===== src/rtl/sorted_entry_list_engine_defines.svh =====
// Assertion macros for the sorted entry list engine
`ifndef SORTED_ENTRY_LIST_ENGINE_DEFINES_SVH
`define SORTED_ENTRY_LIST_ENGINE_DEFINES_SVH

// same-cycle implication, clocked on aclk, off while in reset
`define SEL_ASSERT_NOW(label, ante, cons, msg) \
    label: assert property (@(posedge aclk) disable iff (!aresetn) (ante) |-> (cons)) \
        else $error(msg);

// next-cycle implication, clocked on aclk, off while in reset
`define SEL_ASSERT_NEXT(label, ante, cons, msg) \
    label: assert property (@(posedge aclk) disable iff (!aresetn) (ante) |=> (cons)) \
        else $error(msg);

`endif


===== src/rtl/sel_pkg.sv =====
// Shared types, constants and helper functions for the sorted entry list engine
package sel_pkg;

    localparam int CAPACITY = 64;
    localparam int IDX_W    = $clog2(CAPACITY);
    localparam int CNT_W    = $clog2(CAPACITY + 1);

    localparam int ID_W    = 64;
    localparam int KEY_W   = 63;
    localparam int FUNC_W  = 3;
    localparam int ROW_W   = 6;
    localparam int STAT_W  = 2;
    localparam int POS_W   = 6;
    localparam int COUNT_W = 7;

    typedef logic [CAPACITY-1:0] vec_t;

    typedef enum logic [FUNC_W-1:0] {
        FUNC_INSERT = 3'd0,
        FUNC_REMOVE = 3'd1,
        FUNC_UPDATE = 3'd2,
        FUNC_READ   = 3'd3,
        FUNC_CLEAR  = 3'd4
    } func_t;

    typedef enum logic [STAT_W-1:0] {
        STAT_OK        = 2'd0,
        STAT_NOT_FOUND = 2'd1,
        STAT_FULL      = 2'd2
    } status_t;

    typedef struct packed {
        logic signed [ID_W-1:0] id;
        logic [KEY_W-1:0]       key;
        logic                   pin;
    } entry_t;

    // per-cell compare results against the broadcast entry
    typedef struct packed {
        logic match;   // occupied and same id
        logic ahead;   // broadcast entry goes before this one, or row is free
        logic behind;  // occupied and broadcast entry goes after this one
    } flags_t;

    typedef struct packed {
        logic load_new;  // take the broadcast entry
        logic from_lo;   // take the entry of the row above (index - 1)
        logic from_hi;   // take the entry of the row below (index + 1)
    } cell_ctl_t;

    // bit i set when any of bits 0..i is set; log-depth prefix
    function automatic vec_t prefix_or(input vec_t v);
        vec_t acc;
        acc = v;
        for (int s = 0; s < IDX_W; s++) begin
            acc = acc | (acc << (1 << s));
        end
        return acc;
    endfunction

    // index of the set bit of a one-hot vector
    function automatic logic [IDX_W-1:0] encode(input vec_t v);
        logic [IDX_W-1:0] idx;
        idx = '0;
        for (int i = 0; i < CAPACITY; i++) begin
            if (v[i]) begin
                idx = idx | IDX_W'(i);
            end
        end
        return idx;
    endfunction

endpackage


===== src/rtl/sel_cell.sv =====
// One row of the sorted list: stored entry, compare against broadcast, neighbor shift
module sel_cell (
    input  logic               aclk,
    input  sel_pkg::entry_t    bcast,
    input  logic               occ,
    input  sel_pkg::cell_ctl_t ctl,
    input  sel_pkg::entry_t    lo_data,
    input  sel_pkg::entry_t    hi_data,
    output sel_pkg::entry_t    data,
    output sel_pkg::flags_t    flags
);

    sel_pkg::entry_t data_reg;
    sel_pkg::entry_t data_next;
    sel_pkg::flags_t flags_reg;
    sel_pkg::flags_t flags_next;

    logic key_gt;
    logic key_eq;
    logic id_eq;
    logic id_lt;

    always_comb begin
        key_gt = bcast.key > data_reg.key;
        key_eq = bcast.key == data_reg.key;
        id_eq  = bcast.id == data_reg.id;
        id_lt  = $signed(bcast.id) < $signed(data_reg.id);

        flags_next.match  = occ && id_eq;
        flags_next.ahead  = !occ || key_gt || (key_eq && !id_lt);
        flags_next.behind = occ && !key_gt && !(key_eq && !id_lt);
    end

    always_comb begin
        data_next = data_reg;
        if (ctl.load_new) begin
            data_next = bcast;
        end else if (ctl.from_lo) begin
            data_next = lo_data;
        end else if (ctl.from_hi) begin
            data_next = hi_data;
        end
    end

    always_ff @(posedge aclk) begin
        data_reg  <= data_next;
        flags_reg <= flags_next;
    end

    assign data  = data_reg;
    assign flags = flags_reg;

endmodule


===== config.mk =====
export PLATFORM = sky130hd
export DESIGN_NAME = sel_cell
export DESIGN_NICKNAME = d
export VERILOG_FILES = /design/src/rtl/sorted_entry_list_engine_defines.svh /design/src/rtl/sel_pkg.sv /design/src/rtl/sel_cell.sv
export SDC_FILE = /design/constraint.sdc
export NUM_CORES = 1
export LEC_CHECK = 0
export BUFFER_PORTS_ARGS = -buffer_cell sky130_fd_sc_hd__buf_2
export CAP_MARGIN = 40
export CELL_PAD_IN_SITES_DETAIL_PLACEMENT = 1
export CELL_PAD_IN_SITES_GLOBAL_PLACEMENT = 2
export CORE_AREA = 2 2 203 205
export DETAILED_ROUTE_END_ITERATION = 8
export DIE_AREA = 0 0 205 207
export PLACE_DENSITY = 0.77
export SETUP_SLACK_MARGIN = 0.5
export SYNTH_ARGS = -nofsm -noshare
export SYNTH_HDL_FRONTEND = slang
export SYNTH_SLANG_ARGS = --single-unit
export TNS_END_PERCENT = 30

===== constraint.sdc =====
create_clock -name aclk -period 5.3 [get_ports aclk]
set_input_delay 0.53 -clock aclk [delete_from_list [all_inputs] [get_ports aclk]]
set_output_delay 0.53 -clock aclk [all_outputs]
set_load 0.005 [all_outputs]

==> impl_results.md <==
* Cts repair resizes at 0
* Final HPWL DP at 30.9 mm
* Crit path kind: flop to flop
* GRT Total Usage at 17.3%
* CTS tree: built
* Critical Path RT at 5.63 ns
* Post-synth EDFFs at 128
* Synth Instances at 1,018
* CP Max Fanout at 3
* Starting density of the core at 24.2%
* Pins Over Slew Limit at 0
* Pre-CTS WS at 2.54 ns
* Nets at 2,037
* Fraction of layout cells with a size suffix above 1 at 36.6%
* PnR worst setup slack at 2.83 ns
* CP Launch Type: flop
* Via density at 4.49
* Die height at 207 um
* Synth cell count leaders: nand2_1, o21ai_0, inv_1
* Synthesis-to-finish area growth at 38.5%
* Die Area at 0.0424 mm^2
* Count of boundary I/O pins at 520
* Largest cells by area after synthesis: edfxtp_1, ha_1, mux2i_1, o21ai_0, nand2_1
* Worst Reg2Reg Path Length in Cells at 10
* Area leader, netlist: edfxtp_1
* Die Wd at 205 um
* LEAKAGE at 6.96 nW
* Max Cap Viol at 0
* Top sig layer: met5
* Final period util at 46.5%
* Hold crit path type: primary input to flop
* Synth Area per Inst at 9.59 um^2
* Filler instances at 4,910
* Ys async rst share at 0%
* Dominant synthesized flop cell: edfxtp_1
* Tmin final at 2.47 ns
* First-pass GRT wire length at 55.7 mm
* Synth cell types at 41
* Fin Setup TNS at 0 ns
* Top-count cell post-synth: nand2_1
* Register area share after synthesis at 40.0%
* Final Cell Area at 0.0135 mm^2
* Root buf cell: clkbuf_16
* Clock Sinks at 131
* Hold depth at 3
* Met2 Routed Length at 18.4 mm
* WL per Instance at 18.0 um
* Slew headroom at 41.3%
* Grt ovf at 0
* CTS Buf Count at 17
* Power per cell area at 254 mW/mm^2
* Met1 wire length at 16.0 mm
* Worst slew pin tran at 0.881 ns
* Slowest-stage cell, CP: or4_4
* Port Buf Inserts at 519
* Core area at 0.0404 mm^2
* Worst skew pair latency at 0.44 ns
* Largest register FFs at 128
* Initial antenna violation count at 7
* Post-Syn Area at 0.00976 mm^2
* Critical path's largest stage delay at 0.42 ns
* Synthesis-stage register bit count at 131
* Hold Crit Start: bcast[33]
* WL met3 at 2.03 mm
* Detailed Routing Iterations Pass 1 at 4
* Fin. Hold Viols at 0
* Data arrival time of the worst path at 2.79 ns
* 1st-iter DRT viols at 269
* Placed Area at 0.0130 mm^2
* Outcome: complete, no violations
* RSZ-0062 raised after global routing: no
* Final setup violating endpoints at 0
* # DRC at 0
* Routed WL at 37.3 mm
* Post-CTS Repair Setup Buffers at 0
* Reg-to-Reg End: flags[1]$_DFF_P_
* Vias in the first global route at 9,722
* Reg2Reg Setup Slack at 2.83 ns
* Largest net degree at the start of global routing at 107
* Worst hold path endpoint: data[33]$_DFFE_PP_
* Setup crit end kind: flop
* Clk pin slew, worst setup/hold paths at 0.06 ns
* Layout Skew at 0.00928 ns
* ANT nets after route at 0
* Clock Path Buffers at 2
* Critical Path, Cell by Cell: inv_1, ha_1, a21oi_1, nand2_1, a22o_1, or4_4, a21oi_2, o211ai_2, xnor2_2, o21a_1
* FP Rows at 74
* Syn nets at 1,534
* H-tree lvl count at 4
* Post-cts hold buffer count at 0
* Vias at 9,283
* Peak VDD IR at 0.000219 V
* RR Startpoint: data[78]$_DFFE_PP_
* Yosys top cell area share at 39.4%
* Ys Warns at 0
* Maximum clock frequency at 0.405 GHz
* Gpl congestion at 0.853
-- layer usage --
layer | GRT usage, % | vias to the layer above
met1 | 21.1 | 4315
met4 | 6.52 | 2
met2 | 29.9 | 283
li1 | - | 4644
met3 | 3.30 | 39
met5 | 0 | -
-- critical path: cells and delay by family, from the launching register on --
| kind | cells | cell delay, ns |
|---|---|---|
| compound gates | 5 | 0.95 |
| simple gates | 2 | 0.50 |
| flops | 1 | 0.39 |
| fa+ha+maj | 1 | 0.26 |
| xor+xnor | 1 | 0.19 |
| buf+inv | 1 | 0.07 |
-- stage by stage --
stage	util [%]	hold slack [ns]	total power, mW	std cells
6_report	33.5	0.393	3.43	2069
5_1_grt	33.5	0.375	3.65	2068
4_1_cts	33.5	0.353	3.49	2063
3_5_place_dp	32.1	0.833	2.29	2034
3_3_place_gp	32.0	0.828	2.27	2032
2_1_floorplan	-	0.658	1.81	1018
-- where the power goes --
part | switching, mW | total, mW | internal (mW)
registers | 0.0617 | 1.34 | 1.28
logic | 0.495 | 0.915 | 0.420
clock network | 0.453 | 1.18 | 0.722
total | 1.01 | 3.43 | 2.42
-- cell type report --
cell class | count | area (um^2) | area share (%)
clock inverter | 9 | 115 | 0.851
timing repair buffer | 527 | 2700 | 20.0
tap | 532 | 666 | 4.92
multi-input combinational | 714 | 5200 | 38.5
sequential | 131 | 3900 | 28.9
antenna | 6 | 15.0 | 0.111
inverter | 130 | 488 | 3.61
clock buffer | 20 | 437 | 3.23
-- kinds of logic after synthesis --
family	after synthesis	share of synthesized area, %
compound gates	227	12.8
simple gates	231	10.9
fa+ha+maj	127	16.3
flops	131	40.0
buf+inv	173	6.81
xor+xnor	1	0.167
mux	128	13.1
-- worst max path at each step --
stage | slack [ns] | endpoint | cells after the start | startpoint
finish | 2.83 | flags[1]$_DFF_P_ | 10 | data[78]$_DFFE_PP_
floorplan | 1.11 | data[0]$_DFFE_PP_ | 3 | ctl[1]
detailed placement | 2.54 | flags[1]$_DFF_P_ | 10 | bcast[127]
global placement | 2.28 | flags[1]$_DFF_P_ | 10 | bcast[9]
global route | 2.64 | flags[0]$_DFF_P_ | 10 | data[121]$_DFFE_PP_
CTS | 2.80 | flags[0]$_DFF_P_ | 10 | data[121]$_DFFE_PP_
-- cell usage in the layout (no fill, tap or decap), types with 2 or more instances in the layout --
cell	netlist	layout
clkbuf_16	0	17
ha_1	127	127
mux2i_1	128	128
o21ai_1	4	4
a21oi_1	44	44
nor2_1	14	14
buf_2	12	517
o21bai_1	2	2
buf_6	0	2
a21o_1	12	12
a221oi_1	3	3
nand3_1	12	12
dfxtp_1	3	3
and4_1	4	4
clkinv_2	0	2
buf_4	0	5
o211ai_1	3	3
clkinv_1	0	4
nor2b_1	7	7
nor3_1	5	5
edfxtp_1	128	128
o21ai_0	143	143
a21oi_2	2	2
clkbuf_1	31	3
diode_2	0	6
nor4_2	4	4
a211oi_1	4	4
a21boi_0	2	2
bufinv_16	0	3
inv_1	130	130
nand4_1	23	23
nand2_1	154	154
o31a_1	2	2
No activity file was read; power rests on OpenSTA's default activity.
